<file path="config.mk">
export PLATFORM = sky130hd
export DESIGN_NAME = rgbe_pack
export DESIGN_NICKNAME = d
export VERILOG_FILES = /design/src/hdl/rgbe_pkg.sv /design/src/hdl/rgbe_pack.sv
export SDC_FILE = /design/constraint.sdc
export NUM_CORES = 1
export LEC_CHECK = 0
export BUFFER_PORTS_ARGS = -buffer_cell sky130_fd_sc_hd__buf_4
export CORE_MARGIN = 5
export CORE_UTILIZATION = 57
export CTS_CLUSTER_SIZE = 25
export DETAILED_ROUTE_END_ITERATION = 10
export PLACE_DENSITY = 0.79
export SLEW_MARGIN = 30
export SYNTH_ARGS = -nofsm -noshare
export SYNTH_HDL_FRONTEND = slang
export SYNTH_SLANG_ARGS = --single-unit
</file>
<file path="constraint.sdc">
create_clock -name clk -period 13.1 [get_ports clk]
set_input_delay 1.31 -clock clk [delete_from_list [all_inputs] [get_ports clk]]
set_output_delay 1.31 -clock clk [all_outputs]
set_load 0.005 [all_outputs]
</file>
<file path="src/hdl/rgbe_pkg.sv">
// rgbe_pkg: shared types, codes and the float conversion for the rgbe decoder
// depends on nothing; used by rgbe_pack and rgbe_scanline_rle_decoder
package rgbe_pkg;

  typedef enum logic [2:0] {
    PH_HDR,
    PH_CODE,
    PH_RUNVAL,
    PH_LIT,
    PH_FLAT
  } phase_t;

  typedef enum logic [1:0] {
    ST_IDLE,
    ST_FILL,
    ST_EMIT
  } state_t;

  localparam logic [1:0] ERR_NONE  = 2'd0;
  localparam logic [1:0] ERR_WIDTH = 2'd1;
  localparam logic [1:0] ERR_COUNT = 2'd2;
  localparam logic [1:0] ERR_STORE = 2'd3;

  localparam logic [7:0] RUN_BASE = 8'd128;

  // one pixel on its way from the sequencer to the packer
  typedef struct packed {
    logic        use_ram;
    logic [23:0] rgb;
    logic [7:0]  expo;
    logic        row_end;
    logic        image_end;
    logic        last;
    logic [1:0]  err;
  } pix_t;

  // exact single of m * 2^(e-136), +0 for zero mantissa or exponent
  function automatic logic [31:0] to_float(input logic [7:0] m, input logic [7:0] e);
    logic [2:0]  k;
    logic [8:0]  sum;
    logic [7:0]  bexp;
    logic [31:0] m32;
    logic [31:0] sh;
    logic [31:0] res;
    k   = 3'd0;
    for (int i = 0; i < 8; i++) begin
      if (m[i]) k = 3'(i);
    end
    sum  = {1'b0, e} + {6'd0, k};
    bexp = 8'(sum - 9'd9);
    m32  = {24'd0, m};
    if (m == 8'd0 || e == 8'd0) begin
      res = 32'd0;
    end else if (sum >= 9'd10) begin
      sh  = m32 << (5'd23 - {2'd0, k});
      res = {1'b0, bexp, sh[22:0]};
    end else begin
      res = m32 << ({1'b0, e[3:0]} + 5'd13);
    end
    return res;
  endfunction

endpackage

</file>
<file path="src/hdl/rgbe_pack.sv">
// rgbe_pack: converts pixels to float bits and packs them up to two per result
// depends on rgbe_pkg; holds the output register of the decoder
module rgbe_pack (
  input  logic               clk,
  input  logic               rst,
  input  logic               pix_valid,
  input  rgbe_pkg::pix_t     pix,
  input  logic [23:0]        ram_rgb,
  output logic               pix_take,
  output logic               pixel_valid,
  input  logic               pixel_stall,
  output logic [31:0]        red_a,
  output logic [31:0]        green_a,
  output logic [31:0]        blue_a,
  output logic [31:0]        red_b,
  output logic [31:0]        green_b,
  output logic [31:0]        blue_b,
  output logic               second_valid,
  output logic               row_end,
  output logic               image_end,
  output logic [1:0]         error_code,
  output logic               last
);
  import rgbe_pkg::*;

  logic [23:0] mant;
  logic [31:0] cr, cg, cb;
  logic        hold_a;
  logic [31:0] ha_r, ha_g, ha_b;
  logic        closes, needs_out, out_free;

  assign mant      = pix.use_ram ? ram_rgb : pix.rgb;
  assign cr        = to_float(mant[23:16], pix.expo);
  assign cg        = to_float(mant[15:8], pix.expo);
  assign cb        = to_float(mant[7:0], pix.expo);
  assign closes    = pix.row_end || pix.last;
  assign needs_out = hold_a || closes;
  assign out_free  = !pixel_valid || !pixel_stall;
  assign pix_take  = pix_valid && (!needs_out || out_free);

  always_ff @(posedge clk) begin
    if (rst) begin
      pixel_valid <= 1'b0;
      hold_a      <= 1'b0;
    end else begin
      pixel_valid <= (pixel_valid && pixel_stall) || (pix_take && needs_out);
      if (pix_take) hold_a <= !hold_a && !closes;
    end
  end

  always_ff @(posedge clk) begin
    // first pixel of a pair waits here
    if (pix_take && !hold_a) begin
      ha_r <= cr;
      ha_g <= cg;
      ha_b <= cb;
    end
    // result register only changes when a transaction is formed
    if (pix_take && needs_out) begin
      if (hold_a) begin
        red_a        <= ha_r;
        green_a      <= ha_g;
        blue_a       <= ha_b;
        red_b        <= cr;
        green_b      <= cg;
        blue_b       <= cb;
        second_valid <= 1'b1;
      end else begin
        red_a        <= cr;
        green_a      <= cg;
        blue_a       <= cb;
        red_b        <= 32'd0;
        green_b      <= 32'd0;
        blue_b       <= 32'd0;
        second_valid <= 1'b0;
      end
      row_end    <= pix.row_end;
      image_end  <= pix.image_end;
      error_code <= pix.err;
      last       <= pix.last;
    end
  end

endmodule

</file>
==> impl_metrics.csv, run 1 <==
group,metric,value,unit
outcome,status,"completed",
sta,fmax,174,MHz
job,max_cap_viol_count,0,
final_layout,drive_gt1_share,23.0,%
cts,postCtsSetupRepairBufs,0,
cts,root_buffer,"clkbuf_16",
grt,grt_usage,27.4,%
critical_path,rrSetupSlack,9.91,ns
sta,slew_violations,0,
hold_path,hp-class,"flop to flop",
critical_path,path_cells,"buf_6 > nor3_1 > a21oi_1 > a21oi_1 > nand2b_1 > inv_1 > ha_1 > inv_1 > fa_1 > nor2b_1 > o21ai_0 > a221oi_2 > or3_1 > or3_1 > nor3_4 > mux2_2",
floorplan,die_w,180,um
cts,clock-sinks,296,
final_layout,num_antenna_cells,0,
grt,antenna_found_initial,0,
critical_path,crit_path_max_fanout,98,
synthesis,netlist_instances,1503,
power_and_ir_drop,irDropWorstVdd,0.0903,mV
synthesis,ys_types,93,
critical_path,end_kind,"flop",
final_layout,final_cell_mix,"edfxtp_1, buf_4, nor2_1",
cts,numCtsBuffers,29,
critical_path,slowest_delay,0.70,ns
final_layout,layout.cells.most_common,"edfxtp_1",
routing,drcViolationCount,0,
synthesis,async_flop_share,0,%
synthesis,synth_edf_count,294,
final_layout,final_cell_area,19600,um2
synthesis,ys_ff_latch,296,
sta,relSlewSlack,32.5,%
cts,clkTransAtPathRegs,0.06,ns
sta,finalCritPeriodShare,44.0,%
sta,tightestPinTransition,1.01,ns
synthesis,yosys_warnings,0,
critical_path,cp.arrival,6.05,ns
critical_path,crit_path_start_kind,"input port",
routing,first_pass_iters,7,
final_layout,fin_util,68.7,%
floorplan,io_pins,266,
routing,antenna_left,0,
routing,num_vias,13600,
floorplan,std_cell_rows,62,
cts,h-tree-depth,1,
sta,min_period,5.76,ns
sta,fin_skew,0.0141,ns
sta,finalSetupViolCount,0,
grt,grt_pass1_vias,12600,
floorplan,initial_core_util,57.4,%
place,portBuffers,265,
final_layout,regArea,8870,um2
sta,rsz0062_at_grt,"false",
critical_path,crit_required,13.38,ns
floorplan,die_area,32200,um2
synthesis,syn_area,16400,um2
grt,grt_pass1_wl,72.3,mm
routing,drt-total-wl,46.3,mm
synthesis,ys.flop_type,"edfxtp_1",
final_layout,multiInputGateArea,7110,um2
cts,hold_buffers,0,
floorplan,chipHeight,180,um
final_layout,area_growth_syn_to_layout,19.8,%
cts,cts_tree,"done",
power_and_ir_drop,power_density,129,nW/um2
place,place_area,18700,um2
cts,cts_buffer_depth,3,
critical_path,critPathSlowestCell,"or3_1",
critical_path,crit_type,"input port to flop",
sta,whs,0.511,ns
synthesis,avgSynthCellArea,10.9,um2
synthesis,synth_seq_area_share,54.1,%
sta,finalHoldViolCount,0,
grt,grt-ovfl-total,0,
grt,grt_max_degree,99,
routing,drt_iter0_markers,1883,
final_layout,nets,1836,
floorplan,core,28500,um2
place,gp_congestion,1.02,
sta,tns,0,ns
cts,clock_latency,0.54,ns
cts,cts_resized,0,
power_and_ir_drop,leakage,7.41,nW
final_layout,n_fill_cell,2152,
routing,wl_per_cell,21.5,um
place,hpwl,34.1,mm
routing,routed_via_density,6.30,
==> stage by stage <==
step,power [mW],instances,setup WS (ns)
global route,2.64,2155,6.99
CTS,2.53,2155,7.22
global placement,1.73,2102,6.89
floorplan,1.53,1526,2.35
finish,2.54,2155,7.34
detailed placement,1.75,2103,6.67
==> cell families after synthesis <==
group                      share of synthesized area [%]
AOI/OAI and AO/OA                                   16.9
xor gates and xnor gates                            1.75
adders and majority gates                           1.67
buffers and inverters                               3.28
DFF                                                 54.1
muxes                                               6.07
other                                             0.0229
and+or+nand+nor                                     16.2
==> synth_stat cells (all sizes together) (17+ instances only) <==
| master | number | area, um2 |
|---|---|---|
| a21oi | 59 | 295 |
| and2 | 29 | 184 |
| buf | 39 | 245 |
| clkbuf | 47 | 176 |
| edfxtp | 294 | 8830 |
| ha | 17 | 213 |
| inv | 31 | 116 |
| mux2 | 31 | 349 |
| mux2i | 51 | 510 |
| nand2 | 148 | 563 |
| nand2b | 23 | 144 |
| nand3 | 23 | 115 |
| nor2 | 204 | 768 |
| nor2b | 24 | 150 |
| nor3 | 59 | 323 |
| o21ai | 84 | 420 |
| o22ai | 25 | 163 |
| o31ai | 52 | 465 |
| xnor2 | 21 | 191 |
==> critical path: cells and delay by family <==
kind	cells	cell delay (ns)
AOI/OAI and AO/OA	4	1.14
adders and majority gates	2	0.64
buffers and inverters	3	0.73
muxes	1	0.30
and+or+nand+nor	6	1.90
==> metal layers <==
| metal | track usage (%) | up-vias | routed length, um |
|---|---|---|---|
| met5 | 0 | - | 0 |
| met4 | 6.03 | 0 | 1110 |
| met3 | 5.92 | 95 | 5220 |
| met2 | 42.3 | 848 | 20900 |
| met1 | 40.6 | 6470 | 19100 |
| li1 | - | 6166 | - |
==> area by class of cell <==
class / instances / share of cell area [%]
well taps: 384 / 2.45
flip-flops and latches: 296 / 45.2
repair buffers: 279 / 10.8
clock buffers: 37 / 3.85
multi-input cells: 1113 / 36.2
inverters: 31 / 0.593
clock inverters: 15 / 0.797
==> final timing paths <==
path	startpoint	endpoint	depth (start not counted)
min	ha_r[9]$_DFFE_PP_	red_a[9]$_DFFE_PP_	2
max reg2reg	hold_a$_SDFFE_PP0P_	blue_b[21]$_SDFFCE_PN0P_	5
max	pix[37]	green_a[4]$_DFFE_PP_	16
min reg2reg	ha_r[9]$_DFFE_PP_	red_a[9]$_DFFE_PP_	2
==> registers in the layout (all words and copies together), names as in the netlist <==
name          count
blue_a           32
hold_a            1
ha_b             32
ha_g             32
blue_b           32
red_a            32
red_b            32
green_a          32
row_end           1
second_valid      1
image_end         1
pixel_valid       1
green_b          32
last              1
error_code        2
ha_r             32
==> report_power, final <==
part | leakage (nW) | switching [mW] | internal (mW)
combinational | 4.03 | 0.353 | 0.212
clock | 0.448 | 0.331 | 0.466
sequential | 2.93 | 0.0279 | 1.15
total | 7.41 | 0.712 | 1.82
Power figures use the tool's default switching activity.
==> inputs of run 2 (changes only) <==
--- a/config.mk
+++ b/config.mk
@@ -5,12 +5,13 @@
 export SDC_FILE = /design/constraint.sdc
 export NUM_CORES = 1
 export LEC_CHECK = 0
+export ABC_AREA = 1
 export BUFFER_PORTS_ARGS = -buffer_cell sky130_fd_sc_hd__buf_4
 export CORE_MARGIN = 5
-export CORE_UTILIZATION = 57
+export CORE_UTILIZATION = 52
 export CTS_CLUSTER_SIZE = 25
 export DETAILED_ROUTE_END_ITERATION = 10
-export PLACE_DENSITY = 0.79
+export PLACE_DENSITY = 0.76
 export SLEW_MARGIN = 30
 export SYNTH_ARGS = -nofsm -noshare
 export SYNTH_HDL_FRONTEND = slang
==> constraint.sdc (replaced) <==
create_clock -name clk -period 4.75 [get_ports clk]
set_input_delay 0.475 -clock clk [delete_from_list [all_inputs] [get_ports clk]]
set_output_delay 0.475 -clock clk [all_outputs]
set_load 0.005 [all_outputs]
==> impl_metrics.csv, run 2 <==
group,metric,value,unit
outcome,status,"completed",
synthesis,synth_seq_area_share,55.2,%
sta,fmax,267,MHz
synthesis,ys_ff_latch,296,
final_layout,nets,2154,
final_layout,layout.cells.most_common,"nand2_1",
synthesis,yosys-top-cells-area,"edfxtp_1, nand2_1, nand3_1",
floorplan,io_pins,266,
sta,min_period,3.75,ns
synthesis,netlist_instances,1807,
sta,finalCritPeriodShare,79.0,%
power_and_ir_drop,leakage,8.86,nW
synthesis,synth_most_common_cell,"nand2_1",
routing,num_vias,13400,
cts,cts_resized,0,
critical_path,end_kind,"flop",
job,max_cap_viol_count,0,
hold_path,min_from,"rst",
critical_path,cp.arrival,4.15,ns
place,hpwl,33.8,mm
routing,first_pass_iters,5,
critical_path,critical_path.reg2reg.endpoint,"green_a[26]$_DFFE_PP_",
synthesis,synth_edf_count,294,
synthesis,synth_commonest_cells,"nand2_1, edfxtp_1, nand3_1",
synthesis,ys.flop_type,"edfxtp_1",
sta,finalHoldViolCount,0,
synthesis,syn_area,16100,um2
final_layout,drive_gt1_share,21.7,%
grt,grt_pass1_wl,70.4,mm
floorplan,die_w,186,um
cts,h-tree-depth,1,
synthesis,async_flop_share,0,%
cts,clock_latency,0.56,ns
place,portBuffers,265,
critical_path,ff2ff_path_depth,6,
critical_path,crit_required,5.14,ns
final_layout,num_antenna_cells,0,
cts,numCtsBuffers,30,
routing,wl_per_cell,18.4,um
hold_path,holdPathEnd,"pixel_valid$_SDFF_PP0_",
routing,routed_via_density,5.40,
floorplan,die_area,34500,um2
sta,tns,0,ns
grt,antenna_found_initial,0,
place,gp_congestion,0.990,
routing,drcViolationCount,0,
critical_path,rrSetupSlack,2.17,ns
synthesis,yosys_warnings,0,
final_layout,area_growth_syn_to_layout,20.3,%
cts,cts_buffer_depth,3,
cts,clock-sinks,296,
hold_path,worstHoldPathCells,2,
cts,cts_tree,"done",
grt,grt_max_degree,118,
sta,slew_violations,0,
floorplan,initial_core_util,52.7,%
cts,hold_buffers,0,
place,place_area,18400,um2
critical_path,r2r-start,"hold_a$_SDFFE_PP0P_",
cts,root_buffer,"clkbuf_16",
grt,grt_usage,25.9,%
cts,postCtsSetupRepairBufs,0,
final_layout,final_cell_mix,"nand2_1, edfxtp_1, buf_4",
sta,relSlewSlack,33.9,%
routing,drt_iter0_markers,1411,
critical_path,crit_path_max_fanout,26,
final_layout,final_cell_area,19300,um2
floorplan,chipHeight,186,um
sta,rsz0062_at_grt,"false",
critical_path,crit_type,"input port to flop",
synthesis,yosysTopAreaCell,"edfxtp_1",
grt,grt_pass1_vias,12500,
routing,drt-total-wl,45.8,mm
cts,clkTransAtPathRegs,0.06,ns
hold_path,hp-class,"input port to flop",
power_and_ir_drop,power_density,363,nW/um2
routing,antenna_left,0,
floorplan,core,30500,um2
synthesis,ys_types,51,
power_and_ir_drop,irDropWorstVdd,0.249,mV
sta,tightestPinTransition,0.981,ns
synthesis,yosysTopAreaCellShare,55.0,%
synthesis,avgSynthCellArea,8.89,um2
sta,fin_skew,0.0221,ns
floorplan,std_cell_rows,64,
sta,finalSetupViolCount,0,
critical_path,crit_path_start_kind,"input port",
grt,grt-ovfl-total,0,
power_and_ir_drop,p_total,7.01,mW
run 2: worst max-delay path, cell delays in order:
cell     delay (ns)
buf_4          0.22
inv_8          0.21
nand2_1        0.13
nand2_1        0.17
inv_1          0.07
nand2_1        0.07
nand2_1        0.04
nand2_1        0.12
nand2_2        0.13
inv_1          0.13
ha_1           0.18
inv_1          0.06
fa_1           0.39
inv_1          0.07
nand2_1        0.08
a21oi_4        0.18
nand2_1        0.07
nand2_1        0.06
nand2_1        0.09
nor2_2         0.16
nand3_1        0.13
nor2_4         0.16
nand2_2        0.25
inv_2          0.20
nand2_1        0.12
a21oi_1        0.17
run 2: per-layer routing:
layer  part of all wire (%)  up-vias  track usage [%]
met4                    2.2        0             6.09
met1                     43     6276             38.5
li1                       -     6472                -
met5                      0        -                0
met2                     46      618             40.4
met3                    9.0       57             4.38
run 2: final cells by class:
type	count	area, um2
Multi-Input combinational cell	1258	6110
Timing Repair Buffer	285	2180
Tap cell	396	495
Sequential cell	296	8870
Clock buffer	39	785
Fill cell	2561	11200
Clock inverter	13	113
Inverter	197	758
run 2: logic make-up after synthesis:
kind of cell,Yosys count,share of synthesized area (%)
simple gates,1076,30.2
buf+inv,276,7.41
xor+xnor,17,0.974
flops,296,55.2
other cells,1,0.0233
fa+ha+maj,20,1.70
compound gates,121,4.46
run 2: power breakdown:
| group | switching, mW | leakage (nW) | internal, mW |
|---|---|---|---|
| registers | 0.0723 | 2.93 | 3.19 |
| logic | 1.04 | 5.49 | 0.536 |
| clock network | 0.955 | 0.437 | 1.21 |
| total | 2.07 | 8.86 | 4.94 |
run 2: worst max-delay path by stage:
stage / slack, ns / start / depth (start not counted) / endpoint
2_1_floorplan: 0.22 / hold_a$_SDFFE_PP0P_ / 6 / blue_a[0]$_DFFE_PP_
3_3_place_gp: 0.52 / pix[37] / 21 / blue_a[30]$_DFFE_PP_
3_5_place_dp: 0.46 / pix[37] / 21 / blue_a[27]$_DFFE_PP_
4_1_cts: 1.03 / pix[37] / 21 / blue_a[27]$_DFFE_PP_
5_1_grt: 0.60 / pix[37] / 21 / blue_a[27]$_DFFE_PP_
6_report: 1.0 / pix[37] / 26 / green_a[9]$_DFFE_PP_
run 2: per-stage QoR:
step                hold WS [ns]  setup WS, ns  util, %  std cells
floorplan                  0.406         0.218        -       1830
global placement           0.466         0.522     60.4       2432
detailed placement         0.483         0.462     60.4       2432
CTS                       0.0521          1.03     63.3       2484
global route              0.0566         0.601     63.3       2484
finish                    0.0774         0.999     63.3       2484
